[src/hw/rtl/kem_pkg.sv]
// ----------------------------------------------------------------------------
// kem_pkg: shared constants for the kinematic error model step
// Fixed-point constants, register indexes and the CORDIC arctangent table.
// ----------------------------------------------------------------------------
package kem_pkg;

  localparam int CORDIC_ITERS_DEF = 16;
  localparam int CORDIC_ITERS_MAX = 30;

  localparam logic signed [35:0] Q30_PI      = 36'sd3373259426;
  localparam logic signed [35:0] Q30_HALF_PI = 36'sd1686629713;
  localparam logic signed [35:0] Q30_TWO_PI  = 36'sd6746518852;
  localparam logic signed [31:0] GAIN_INV    = 32'sd652032874;
  localparam logic signed [63:0] TAN_LIMIT   = 64'sd70368744177664;
  localparam logic signed [63:0] PROD_LIMIT  = 64'sd4611686018427387904;

  localparam logic [1:0] REG_STEP_TIME = 2'd0;
  localparam logic [1:0] REG_DT_WB     = 2'd1;
  localparam logic [1:0] REG_DT_STEER  = 2'd2;
  localparam logic [1:0] REG_DT_VEL    = 2'd3;

  localparam logic [30:0] STEP_TIME_RST = 31'd655;
  localparam logic [30:0] DT_WB_RST     = 31'd218;
  localparam logic [16:0] DT_STEER_RST  = 17'd2184;
  localparam logic [16:0] DT_VEL_RST    = 17'd1310;

  function automatic logic signed [31:0] atan_q30(input logic [4:0] i);
    logic signed [31:0] r;
    begin
      case (i)
        5'd0: r = 32'sh3243F6A8;   5'd1: r = 32'sh1DAC6705;
        5'd2: r = 32'sh0FADBAFC;   5'd3: r = 32'sh07F56EA6;
        5'd4: r = 32'sh03FEAB76;   5'd5: r = 32'sh01FFD55B;
        5'd6: r = 32'sh00FFFAAA;   5'd7: r = 32'sh007FFF55;
        5'd8: r = 32'sh003FFFEA;   5'd9: r = 32'sh001FFFFD;
        5'd10: r = 32'sh000FFFFF;  5'd11: r = 32'sh0007FFFF;
        5'd12: r = 32'sh0003FFFF;  5'd13: r = 32'sh0001FFFF;
        5'd14: r = 32'sh0000FFFF;  5'd15: r = 32'sh00007FFF;
        5'd16: r = 32'sh00003FFF;  5'd17: r = 32'sh00001FFF;
        5'd18: r = 32'sh00000FFF;  5'd19: r = 32'sh000007FF;
        5'd20: r = 32'sh000003FF;  5'd21: r = 32'sh000001FF;
        5'd22: r = 32'sh000000FF;  5'd23: r = 32'sh0000007F;
        5'd24: r = 32'sh0000003F;  5'd25: r = 32'sh0000001F;
        5'd26: r = 32'sh0000000F;  5'd27: r = 32'sh00000008;
        5'd28: r = 32'sh00000004;  5'd29: r = 32'sh00000002;
        default: r = 32'sh0;
      endcase
      return r;
    end
  endfunction

endpackage

[src/hw/rtl/kem_cordic.sv]
// ----------------------------------------------------------------------------
// kem_cordic: iterative rotation-mode CORDIC, sine and cosine in Q30
// Range reduction by shifted subtract steps and a quadrant fold, then one micro-rotation per cycle.
// ----------------------------------------------------------------------------
module kem_cordic #(
  parameter int ITERS = kem_pkg::CORDIC_ITERS_DEF
) (
  input  logic               clk,
  input  logic               rst_n,
  input  logic               start,
  input  logic signed [31:0] ang,
  output logic               done,
  output logic signed [33:0] sin_q30,
  output logic signed [33:0] cos_q30
);
  import kem_pkg::*;

  localparam int IW = $clog2(ITERS + 1);

  typedef enum logic [2:0] {S_IDLE, S_MOD, S_FOLD, S_ITER, S_DONE} st_t;

  st_t                st_r;
  logic signed [47:0] z_r;
  logic signed [33:0] x_r, y_r;
  logic               neg_r;
  logic [IW-1:0]      i_r;
  logic [5:0]         k_r;

  logic signed [33:0] xs, ys;
  logic signed [47:0] at;
  logic signed [47:0] sub_k;
  logic signed [47:0] a_k;

  assign xs    = x_r >>> i_r;
  assign ys    = y_r >>> i_r;
  assign at    = 48'(atan_q30(5'(i_r)));
  assign sub_k = 48'(Q30_TWO_PI) <<< k_r;
  // |z| below 2^46, two pi near 2^33: 14 shifted subtract steps reduce it
  assign a_k   = z_r[47] ? -z_r : z_r;

  always_ff @(posedge clk) begin
    if (!rst_n) begin
      st_r <= S_IDLE;
      done <= 1'b0;
    end else begin
      done <= 1'b0;
      unique case (st_r)
        S_IDLE: begin
          if (start) begin
            z_r  <= 48'(ang) <<< 14;
            k_r  <= 6'd13;
            neg_r <= 1'b0;
            st_r <= S_MOD;
          end
        end
        S_MOD: begin
          // truncating remainder toward zero, magnitude restoring steps
          if (a_k >= sub_k) z_r <= z_r[47] ? z_r + sub_k : z_r - sub_k;
          if (k_r == 6'd0) st_r <= S_FOLD;
          else k_r <= k_r - 6'd1;
        end
        S_FOLD: begin
          x_r <= 34'(GAIN_INV);
          y_r <= '0;
          i_r <= '0;
          st_r <= S_ITER;
          if (z_r > 48'(Q30_PI)) begin
            if (z_r - 48'(Q30_TWO_PI) < -48'(Q30_HALF_PI)) begin
              z_r <= -48'(Q30_PI) - (z_r - 48'(Q30_TWO_PI)); neg_r <= 1'b1;
            end else z_r <= z_r - 48'(Q30_TWO_PI);
          end else if (z_r < -48'(Q30_PI)) begin
            if (z_r + 48'(Q30_TWO_PI) > 48'(Q30_HALF_PI)) begin
              z_r <= 48'(Q30_PI) - (z_r + 48'(Q30_TWO_PI)); neg_r <= 1'b1;
            end else z_r <= z_r + 48'(Q30_TWO_PI);
          end else if (z_r > 48'(Q30_HALF_PI)) begin
            z_r <= 48'(Q30_PI) - z_r; neg_r <= 1'b1;
          end else if (z_r < -48'(Q30_HALF_PI)) begin
            z_r <= -48'(Q30_PI) - z_r; neg_r <= 1'b1;
          end
        end
        S_ITER: begin
          if (!z_r[47]) begin
            x_r <= x_r - ys; y_r <= y_r + xs; z_r <= z_r - at;
          end else begin
            x_r <= x_r + ys; y_r <= y_r - xs; z_r <= z_r + at;
          end
          if (i_r == IW'(ITERS - 1)) st_r <= S_DONE;
          else i_r <= i_r + 1'b1;
        end
        S_DONE: begin
          sin_q30 <= y_r;
          cos_q30 <= neg_r ? -x_r : x_r;
          done <= 1'b1;
          st_r <= S_IDLE;
        end
        default: st_r <= S_IDLE;
      endcase
    end
  end
endmodule

[config.mk]
export PLATFORM = sky130hd
export DESIGN_NAME = kem_cordic
export DESIGN_NICKNAME = d
export VERILOG_FILES = /design/src/hw/rtl/kem_pkg.sv /design/src/hw/rtl/kem_cordic.sv
export SDC_FILE = /design/constraint.sdc
export NUM_CORES = 2
export LEC_CHECK = 0
export ABC_AREA = 1
export BUFFER_PORTS_ARGS = -buffer_cell sky130_fd_sc_hd__buf_4
export CORE_AREA = 2 2 349 282
export CTS_BUF_LIST = sky130_fd_sc_hd__clkbuf_8
export DETAILED_ROUTE_END_ITERATION = 16
export DIE_AREA = 0 0 351 284
export PLACE_DENSITY = 0.63
export SLEW_MARGIN = 30
export SYNTH_ARGS = -nofsm -noshare
export SYNTH_HDL_FRONTEND = slang
export SYNTH_SLANG_ARGS = --single-unit
[constraint.sdc]
create_clock -name clk -period 9.05 [get_ports clk]
set_input_delay 1.81 -clock clk [delete_from_list [all_inputs] [get_ports clk]]
set_output_delay 1.81 -clock clk [all_outputs]
set_load 0.05 [all_outputs]
==> key figures <==
Logic synthesis
  – Most common cell in the netlist: nand2_1
  – Post-Syn Area: ~38,000 sq um
  – Post-synth EDFFs: 196
  – Synthesized-area fraction occupied by xor and xnor cells: around 5.6%
  – Avg Synthesized Cell Area: between 5 and 6 sq um
  – Multiplexer area fraction after synthesis: under 10%
  – Synth Area in Simple Gates: 39.1%
  – Area contributors post-synth: nand2_1 (20%), edfxtp_1 (15%), nor2_1 (7.9%)
  – Synth Area in Adders: a little under 7%
  – Cells after synthesis: 6,670
  – Most instantiated cells after synthesis: nand2_1 (2,025), nor2_1 (805), inv_1 (728), o21ai_0 (530), a21oi_1 (458)
  – Number of distinct library cells after synthesis: 69
  – Synth top area share: around 20%
  – Compound-Gate Fraction of Synth Area: 19.1%
  – Synthesis Warnings: 0
  – Synth Flop Type: edfxtp_1
  – Ys async rst share: 0%
  – Post-Syn Nets: 6,910
  – Yosys reg bits: 230
  – Sequential fraction of the synthesis area: between 10% and 20%
  – Largest family of logic cells by synthesized area: simple AND/OR/NAND/NOR gates
  – Yosys top cell by area: nand2_1

Critical path
  – Startpoint types: register
  – Slowest Stage Delay on Critical Path: 0.60 ns
  – CP startpoint: i_r[0]
  – CP arrival: 7.73 ns
  – Reg2Reg Setup Slack: about 1.8 ns
  – Crit path max-delay cell type: edfxtp_1
  – Top cell by count, worst path: o21ai_0
  – Worst R2R Path Depth: 30
  – Worst EP required: 9.54 ns
  – Reg-to-Reg End: x_r[27]
  – CP endpoint: x_r[27]
  – Crit Path Class: reg2reg
  – CP Capture Type: register
  – Worst R2R Start: i_r[0]
  – Crit-path max FO: 40

Die
  – Rows: just over 100
  – Core Box Area: 96,100 sq um
  – Die width: approximately 350 microns
  – Boundary Pins: 104
  – Initial Util: 39.6%
  – Die height: approximately 280 microns
  – Die area: 99,700 sq um

Clock tree
  – CTS sink cnt: 230
  – H-tree depth: 2
  – CTS tree: yes
  – Worst-skew pair later-pin latency: 0.67 ns
  – Hold buffers post-CTS: 0
  – Clk root buf: clkbuf_8
  – Post-CTS Resized: 0
  – CTS max path bufs: 3
  – Reg clk slew, reported paths: 0.07 ns
  – Num CTS Buffers: 41
  – Post-CTS Setup Bufs: 0

Route
  – Vias per Instance: 5.86
  – Detail Route Antenna Nets: 0
  – Total wire length: roughly 180 mm
  – Wire per inst: 23.1 microns
  – Via count: 46,765
  – First-pass iteration count of the detailed router: 8
  – DR DRC count: 0
  – DR iter-0 viols: 7,741

Power and ir drop
  – Static leakage: between 15 and 20 nW
  – Pwr Density: 249 nW/um^2
  – Total power: 10.2 mW
  – Maximum vdd drop: 0.161 mV

Cells and area
  – Layout cells sized above 1: 6.08%
  – Reg area: ~6600 sq um
  – Nets: 6,883
  – Area growth syn-to-layout: 7.13%
  – # fillers: 10,602
  – Multi-input logic area: 27,500 sq um

Place
  – GP Congestion: 1.12
  – DP HPWL: 149 mm
  – Port-buffer cells: 103

Timing
  – Setup_tns: 0 ns
  – Clock Skews: between 0.03 and 0.04 ns
  – Slew at the pin with the worst max-slew slack: about 1.0 ns
  – Final setup fails: 0
  – Max_slew headroom: 31.0%
  – Unrepaired setup endpoints after global routing: no
  – Crit share post-route: 80.0%
  – Fmax: 0.138 GHz
  – Post-route minimum period: 7.24 ns
  – Final-report hold violation count: 0
  – Pins over their slew limit: 0

Min path
  – Type of the worst min-delay path: reg2reg
  – WHS Path Cells: 0

Job
  – Maxcap violations: 0

Global route
  – First-pass GRT wire length: 266 mm
  – Largest net degree at the start of global routing: 85
  – Initial antenna violation count: 7
  – Gr usage total: 35.4%
  – Global route overflow: 0
  – Number of global-route vias before repair: 40,140

Status
  – Status: finished clean
how the worst min path moves through the flow:
stage / start / to / slack (ns)
CTS: y_r[0] / sin_q30[0] / 0.47
global placement: y_r[0] / sin_q30[0] / 0.45
floorplan: y_r[0] / sin_q30[0] / 0.43
global route: y_r[0] / sin_q30[0] / 0.47
detailed placement: y_r[0] / sin_q30[0] / 0.45
finish: y_r[0] / sin_q30[0] / 0.46
report_power, final:
group          leakage, nW  switching, mW  internal [mW]
registers             2.07          0.299           1.33
logic                 16.9           5.32           2.07
clock network        0.480          0.530          0.609
metal layers:
layer	share of wire, %	track usage, %
met1	46	56.3
met2	34	42.2
met3	17	14.5
met4	2.3	7.22
met5	0.012	0
per-stage QoR:
| step | setup slack (ns) | util (%) | hold WS (ns) | instance area [sq um] | instances |
|---|---|---|---|---|---|
| CTS | 1.99 | 42.4 | 0.467 | 40800 | 7974 |
| floorplan | 0.102 | - | 0.426 | 38100 | 6670 |
| finish | 1.81 | 42.5 | 0.464 | 40800 | 7978 |
| global route | 1.12 | 42.5 | 0.473 | 40800 | 7975 |
| detailed placement | 2.05 | 41.5 | 0.451 | 39900 | 7899 |
| global placement | 1.84 | 41.5 | 0.445 | 39900 | 7899 |
state kept, by name (all words and copies together) (netlist names), 3 cells and up:
register	count
at	30
x_r	34
k_r	6
i_r	5
st_r	3
cos_q30	34
sin_q30	34
y_r	34
z_r	48
layout make-up:
type                    instances  area share (%)
clock inverters                33           0.767
inverters                     790            7.29
clock buffers                  42            1.42
diodes                          3          0.0184
repair buffers                162            3.02
well taps                    1300            3.99
flip-flops and latches        230            16.1
multi-input cells            5418            67.4
worst max-delay path: cells and delay by family (launching register included):
family	cells	cell delay (ns)
AOI/OAI and AO/OA	12	2.52
and+or+nand+nor	12	2.40
buffers and inverters	3	0.76
DFF	1	0.60
adders and majority gates	2	0.57
xor gates and xnor gates	1	0.18
cells in the final DEF (no fill, tap or decap), types with 47 or more instances in the layout:
master,n
mux2i_1,54
buf_4,159
nand2_1,2025
o21ai_0,526
edfxtp_1,196
o21ai_1,55
a21oi_1,458
inv_1,733
nor3_1,95
inv_2,49
a31oi_1,62
nand3_1,414
ha_1,202
xor2_1,217
nand4_1,93
nor2_1,804
or2_2,47
cells by family (layout without fill, tap and decap cells):
kind of cell | after synthesis | in the layout
and+or+nand+nor | 3597 | 3597
buffers and inverters | 1022 | 1027
DFF | 230 | 230
adders and majority gates | 205 | 205
muxes | 54 | 54
other | 0 | 3
xor gates and xnor gates | 239 | 239
AOI/OAI and AO/OA | 1323 | 1323
Power figures use the tool's default switching activity.
