--- config.mk ---
export PLATFORM = sky130hd
export DESIGN_NAME = kem_div
export DESIGN_NICKNAME = d
export VERILOG_FILES = /design/src/hw/rtl/kem_div.sv
export SDC_FILE = /design/constraint.sdc
export NUM_CORES = 1
export LEC_CHECK = 0
export ABC_CLOCK_PERIOD_IN_PS = 4800
export BUFFER_PORTS_ARGS = -buffer_cell sky130_fd_sc_hd__buf_4
export CAP_MARGIN = 40
export CORE_MARGIN = 5
export CORE_UTILIZATION = 35
export DETAILED_ROUTE_END_ITERATION = 6
export PLACE_DENSITY_LB_ADDON = 0.25
export SKIP_CTS_REPAIR_TIMING = 1
export SYNTH_ARGS = -nofsm -noshare
export SYNTH_HDL_FRONTEND = slang
export SYNTH_SLANG_ARGS = --single-unit
--- constraint.sdc ---
create_clock -name clk -period 4.8 [get_ports clk]
set_input_delay 0.24 -clock clk [delete_from_list [all_inputs] [get_ports clk]]
set_output_delay 0.24 -clock clk [all_outputs]
set_load 0.01 [all_outputs]
--- src/hw/rtl/kem_div.sv ---
// ----------------------------------------------------------------------------
// kem_div: radix-2 signed divider for tan = sin * 2^16 / cos
// One quotient bit per cycle, truncated toward zero.
// ----------------------------------------------------------------------------
module kem_div (
  input  logic               clk,
  input  logic               rst_n,
  input  logic               start,
  input  logic signed [49:0] num,
  input  logic signed [33:0] den,
  output logic               done,
  output logic signed [63:0] quo
);
  logic        busy_r, neg_r;
  logic [5:0]  cnt_r;
  logic [49:0] q_r;
  logic [50:0] rem_r;
  logic [33:0] d_r;
  logic [50:0] trial;

  assign trial = {rem_r[49:0], q_r[49]} - {17'd0, d_r};

  always_ff @(posedge clk) begin
    if (!rst_n) begin
      busy_r <= 1'b0;
      done   <= 1'b0;
    end else begin
      done <= 1'b0;
      if (start) begin
        busy_r <= 1'b1;
        cnt_r  <= 6'd49;
        neg_r  <= num[49] ^ den[33];
        q_r    <= num[49] ? 50'(-num) : 50'(num);
        d_r    <= den[33] ? 34'(-den) : 34'(den);
        rem_r  <= '0;
      end else if (busy_r) begin
        if (!trial[50]) begin
          rem_r <= trial;
          q_r   <= {q_r[48:0], 1'b1};
        end else begin
          rem_r <= {rem_r[49:0], q_r[49]};
          q_r   <= {q_r[48:0], 1'b0};
        end
        if (cnt_r == 6'd0) begin
          busy_r <= 1'b0;
          done   <= 1'b1;
        end else cnt_r <= cnt_r - 6'd1;
      end
    end
  end

  assign quo = neg_r ? -64'($unsigned(q_r)) : 64'($unsigned(q_r));
endmodule

==> flow_metrics.py, run 1 <==
metrics = {
    "outcome": {
        "status": "complete, no violations",
    },
    "synth": {
        "synth_cell_types": 65,
        "synth.avg_cell_area_um2": 9.33,
        "netlist_instances": 1160,
        "synthArstFlopShare_pct": 0,
        "synth-edff-count": 141,
        "synth.area.top_cells": "edfxtp_1 39%, xnor2_1 8.7%, xor2_1 4.9%",
        "synthFlopType": "edfxtp_1",
        "syn_nets": 1287,
        "syn_area_um2": 10800,
        "synth_seq_cells": 143,
        "yosys.area.top_type": "edfxtp_1",
        "synth_warnings": 0,
        "ys_seq_area_share_pct": 39.5,
        "synth_top_area_share_pct": 39.1,
    },
    "pwr": {
        "p_seq_share_pct": 39.8,
        "pwr-share-comb_pct": 27.8,
        "power_switching_mw": 1.26,
        "cellInternalPower_mw": 2.71,
        "peakVddDrop_mv": 0.234,
        "power_density_nw_per_um2": 307,
        "p_sw_share_pct": 31.7,
        "p_leak_nw": 4.80,
        "total_power_mw": 3.97,
        "clockPowerShare_pct": 32.3,
    },
    "sta": {
        "worst_pin_slew_ns": 0.933,
        "final.setup_skew_ns": 0.00947,
        "relSlewSlack_pct": 37.3,
        "drv_slew": 0,
        "finalCritPeriodShare_pct": 91.5,
        "period_minus_slack_ns": 4.39,
        "rsz0062_at_grt": "false",
        "final_hold_viol_count": 0,
        "setup_tns_ns": 0,
        "setup_viol": 0,
        "fmax_mhz": 228,
        "fin_ws_ns": 0.407,
    },
    "placed_design": {
        "gp_congestion": 0.882,
        "pre_cts_ws_ns": 0.728,
        "dpl.cell_count": 1667,
        "io_buffers": 151,
        "detailed_place_hpwl_mm": 21.8,
    },
    "clock_tree": {
        "path_clk_slew_ns": 0.07,
        "root_buffer": "clkbuf_16",
        "cts_inserted_buffers": 17,
        "clk_latency_ns": 0.43,
        "clk_path_buf_depth": 2,
        "tritoncts": "yes",
        "h-tree-depth": 4,
        "clock-sinks": 143,
    },
    "detailed_routing": {
        "totalWireLength_mm": 28.6,
        "routedWlPerCell_um": 16.8,
        "ant_nets": 0,
        "route.detailed.drc": 0,
        "firstDrtPassIters": 5,
        "drtIter0Drc": 634,
        "vias_per_cell": 5.34,
        "vias": 9078,
    },
    "critical_path": {
        "crit_arrival_ns": 4.15,
        "start_kind": "register",
        "critPathCaptureType": "output pin",
        "path_max_fanout": 6,
        "worstSetupPathType": "register to output pin",
        "worst-endpoint-required_ns": 4.56,
    },
    "finish": {
        "finish.utilization_pct": 42.3,
        "finalNetCount": 1417,
        "drive_gt1_share_pct": 17.3,
        "n_antenna_cell": 0,
        "instances_no_fill": 1699,
        "area_growth_pct": 19.6,
    },
    "floorplanning": {
        "fp-row-count": 64,
        "die_h_um": 186,
        "die_area_um2": 34600,
        "pin_count": 152,
        "die_x_um": 186,
        "start_util_pct": 35.4,
        "core_um2": 30600,
    },
    "run": {
        "timing.max_cap.violations": 0,
    },
    "global_routing": {
        "overflow": 0,
        "grt_max_degree": 69,
        "grt_usage_pct": 16.3,
        "grt_pass1_wl_mm": 45.5,
        "antenna_found_initial": 0,
        "grt_pass1_vias": 8901,
    },
    "min_path": {
        "hp-class": "input pin to register",
    },
}
-- worst paths after layout --
path                            slack (ns)  cells after the start         to      start
worst max register to register        0.72                      9  rem_r[47]  rem_r[43]
worst min register to register        0.46                      2       done     busy_r
worst max-delay path                  0.41                      9    quo[48]    q_r[12]
worst min-delay path                  0.02                      1     d_r[0]     den[0]
-- synthesized netlist by cell type (5+ instances only) --
master / instances
edfxtp_1: 141
nor2_1: 112
xnor2_1: 107
a21oi_1: 96
nand2_1: 90
o21ai_0: 76
xor2_1: 60
inv_1: 50
clkbuf_1: 42
o31ai_1: 40
ha_1: 39
or4_1: 33
or3_1: 25
mux2i_1: 21
o41ai_1: 18
nor3_1: 15
nand2b_1: 14
mux2_2: 13
nand3_1: 11
nand4_1: 11
nor2b_1: 10
or2_2: 10
a21boi_0: 9
nor4_1: 9
a21o_1: 8
o21a_1: 8
o41a_1: 7
a211oi_1: 6
a31oi_1: 6
and2_1: 5
and3_1: 5
o211ai_1: 5
o22ai_1: 5
-- power by group through the flow --
stage / clock network, mW / logic, mW / registers, mW
after global routing: 1.37 / 1.23 / 1.59
after CTS: 1.32 / 1.11 / 1.58
after global placement: 0 / 1.09 / 1.61
after floorplan: 0 / 0.735 / 1.59
after detailed placement: 0 / 1.11 / 1.61
final: 1.29 / 1.11 / 1.58
-- layer usage --
metal / wire length, um / up-vias / GRT usage, %
li1: - / 4540 / -
met1: 13700 / 4260 / 22.7
met5: 0 / - / 0
met2: 12900 / 252 / 26.6
met3: 1630 / 26 / 2.17
met4: 381 / 0 / 4.46
-- sequential cells by signal, summed over array words and instances (netlist names) --
register	cells
rem_r	50
neg_r	1
cnt_r	6
d_r	34
done	1
busy_r	1
q_r	50
-- layout by cell type, fill, tap and decap left out, types with 7 or more instances in the layout --
master     Yosys  routed
nand3_1       11      11
xor2_1        60      60
nor2_1       112     112
nor4_1         9       9
mux2i_1       21      21
o21a_1         8       7
inv_1         50      50
nand4_1       11      11
mux2_2        13      13
o41ai_1       18      18
o21ai_0       76      76
a21o_1         8       8
or4_1         33      33
a21boi_0       9       9
o41a_1         7       7
nand2b_1      14      14
or2_2         10      10
clkbuf_16      0      17
o31ai_1       40      40
nor2b_1       10      10
nand2_1       90      90
ha_1          39      39
or3_1         25      25
nor3_1        15      15
a21oi_1       96      96
buf_4          1     158
xnor2_1      107     107
edfxtp_1     141     141
-- layout make-up --
| type | count | area, um^2 |
|---|---|---|
| fill | 3081 | 17600 |
| multi-input combinational | 917 | 6180 |
| sequential | 143 | 4270 |
| timing repair buffer | 161 | 1250 |
| tap | 396 | 495 |
| clock buffer | 17 | 425 |
| inverter | 50 | 188 |
| clock inverter | 15 | 138 |
-- critical path, cell delays in order (launching register included) --
cell and delay (ns):
edfxtp_1 0.44, or4_1 0.59, or4_1 0.46, or3_1 0.40, or4_4 0.56, or2_2 0.34
nand2b_1 0.20, o41ai_1 0.41, xnor2_1 0.17, buf_4 0.16
-- kinds of logic (layout without fill, tap and decap cells) --
group | after synthesis | count (layout) | share of synthesized area (%)
compound gates | 303 | 303 | 17.6
fa+ha+maj | 40 | 40 | 4.69
mux | 36 | 36 | 3.50
simple gates | 371 | 371 | 17.6
flops | 143 | 143 | 39.5
buf+inv | 100 | 243 | 3.55
xor+xnor | 167 | 167 | 13.5
-- stage by stage --
| stage | cell area (um^2) | hold slack [ns] |
|---|---|---|
| after floorplan | 10800 | 0.339 |
| after global placement | 12300 | 0.447 |
| after detailed placement | 12400 | 0.443 |
| after CTS | 13000 | 0.00767 |
| after global routing | 13000 | 0.0107 |
| final | 13000 | 0.0202 |
(Power assumes the default switching activity.)
==> run 2: changes to the inputs <==
Settings changed: PLACE_DENSITY_LB_ADDON 0.25 to default.
==> run 2 against run 1 <==
Against the previous run: clock-buffer cell count grew 1; combinational power is essentially flat; register-to-register slack gained 0.14 ns; design area shrank 0.26%; worst hold slack gained 0.054 ns; clock skew grew 0.0072 ns; worst setup slack gained 0.021 ns; sequential share of layout area grew 0.086 points; largest cell class unchanged.
==> flow_metrics.py, run 2 (same netlist as run 1, synthesis figures left out) <==
metrics = {
    "outcome": {
        "status": "complete, no violations",
    },
    "finish": {
        "instances_no_fill": 1701,
        "reg_top3": "q_r x50, rem_r x50, d_r x34",
        "drive_gt1_share_pct": 17.4,
        "mostFrequentLayoutCell": "buf_4",
        "finalNetCount": 1419,
        "finish.utilization_pct": 42.2,
        "final_cell_mix": "161 x buf_4, 141 x edfxtp_1, 112 x nor2_1",
        "n_antenna_cell": 0,
        "area_growth_pct": 19.3,
    },
    "sta": {
        "setup_tns_ns": 0,
        "period_minus_slack_ns": 4.37,
        "finalCritPeriodShare_pct": 91.1,
        "setup_viol": 0,
        "fmax_mhz": 229,
        "worst_pin_slew_ns": 0.736,
        "final.setup_skew_ns": 0.0167,
        "fin_ws_ns": 0.429,
        "relSlewSlack_pct": 50.2,
        "rsz0062_at_grt": "false",
        "drv_slew": 0,
        "final_hold_viol_count": 0,
    },
    "global_routing": {
        "grt_pass1_wl_mm": 44.5,
        "grt_max_degree": 65,
        "grt_usage_pct": 15.8,
        "antenna_found_initial": 0,
        "grt_pass1_vias": 8836,
        "overflow": 0,
        "top_usage_layer": "met2",
        "gr-usage-met1_pct": 21.6,
        "met3_usage_pct": 2.62,
        "grt_util_met2_pct": 26.3,
    },
    "pwr": {
        "power_density_nw_per_um2": 302,
        "power_switching_mw": 1.24,
        "pwr-share-comb_pct": 28.1,
        "cellInternalPower_mw": 2.66,
        "p_seq_share_pct": 40.5,
        "clockPowerShare_pct": 31.4,
        "total_power_mw": 3.90,
        "p_sw_share_pct": 31.7,
        "p_leak_nw": 4.79,
        "peakVddDrop_mv": 0.228,
    },
    "floorplanning": {
        "fp-row-count": 64,
        "pin_count": 152,
        "die_area_um2": 34600,
        "die_x_um": 186,
        "core_um2": 30600,
        "start_util_pct": 35.4,
        "die_h_um": 186,
    },
    "placed_design": {
        "gp_congestion": 0.848,
        "dpl.cell_count": 1668,
        "io_buffers": 151,
        "pre_cts_ws_ns": 0.764,
        "detailed_place_hpwl_mm": 21.2,
    },
    "critical_path": {
        "worst-endpoint-required_ns": 4.56,
        "cp_num_buf_inv": 1,
        "slowest_stage": "or4_1",
        "critPathCaptureType": "output pin",
        "start_kind": "register",
        "path_cells": "or4_1 > or4_1 > or3_1 > or4_1 > or2_2 > nand2b_4 > o31ai_1 > xnor2_1 > buf_4",
        "ff2ff_path_depth": 9,
        "worstSetupPathType": "register to output pin",
        "path_depth": 9,
        "crit_family": "simple AND/OR/NAND/NOR gates",
        "path_max_fanout": 6,
        "critPathMaxStageDelay_ns": 0.63,
        "crit_arrival_ns": 4.13,
        "path_common_cell": "or4_1",
    },
    "detailed_routing": {
        "routedWlPerCell_um": 16.2,
        "vias": 9140,
        "firstDrtPassIters": 5,
        "totalWireLength_mm": 27.6,
        "route.detailed.drc": 0,
        "drtIter0Drc": 647,
        "vias_per_cell": 5.37,
        "ant_nets": 0,
    },
    "clock_tree": {
        "clk_latency_ns": 0.42,
        "root_buffer": "clkbuf_16",
        "path_clk_slew_ns": 0.07,
        "cts_inserted_buffers": 17,
        "clock-sinks": 143,
        "h-tree-depth": 4,
        "clk_path_buf_depth": 2,
        "tritoncts": "yes",
    },
    "min_path": {
        "hold_depth": 3,
        "hp-class": "input pin to register",
    },
    "run": {
        "timing.max_cap.violations": 0,
    },
}
-- run 2: cell count changes in the layout (fill, tap and decap cells not counted) --
cell           before  now
inv_6               4    5
clkinv_4            3    1
clkinvlp_4          5    6
clkinv_1            1    0
clkbuf_1            0    1
bufinv_16           1    0
buf_4             158  161
dlygate4sd3_1       0    1
clkinv_2            1    2
buf_12              2    0
-- run 2: cell type report --
class	instances	area, um^2
multi-input cells	917	6180
flip-flops and latches	143	4270
well taps	396	495
inverters	50	188
clock inverters	14	108
clock buffers	18	429
repair buffers	163	1250
fillers	3052	17700
-- run 2: tightest hold or removal path, delay by kind of cell --
kind	cells	cell delay, ns
and+or+nand+nor	2	0.09
buffers and inverters	1	0.12
-- run 2: worst paths after layout --
kind	startpoint	end	slack (ns)
max reg2reg	rem_r[43]	rem_r[10]	0.86
max	q_r[12]	quo[45]	0.43
min reg2reg	busy_r	done	0.47
min	rst_n	done	0.07
-- run 2: power groups by stage --
stage | clock network (mW) | logic, mW | registers [mW]
after floorplan | 0 | 0.735 | 1.59
after global placement | 0 | 1.08 | 1.61
after detailed placement | 0 | 1.10 | 1.60
after CTS | 1.26 | 1.10 | 1.58
after global routing | 1.31 | 1.22 | 1.59
final | 1.22 | 1.10 | 1.58
-- run 2: routing by layer --
metal,routed length (um),vias up,share of wire [%]
met5,0,-,0
met1,12700,4340,46
met2,13000,220,47
met4,361,0,1.3
met3,1500,24,5.4
li1,-,4556,-
-- run 2: per-stage QoR --
step                hold slack (ns)  area, um^2
finish                       0.0745       12900
global route                 0.0664       12900
CTS                       -0.000695       12900
detailed placement            0.442       12400
global placement              0.441       12300
floorplan                     0.339       10800
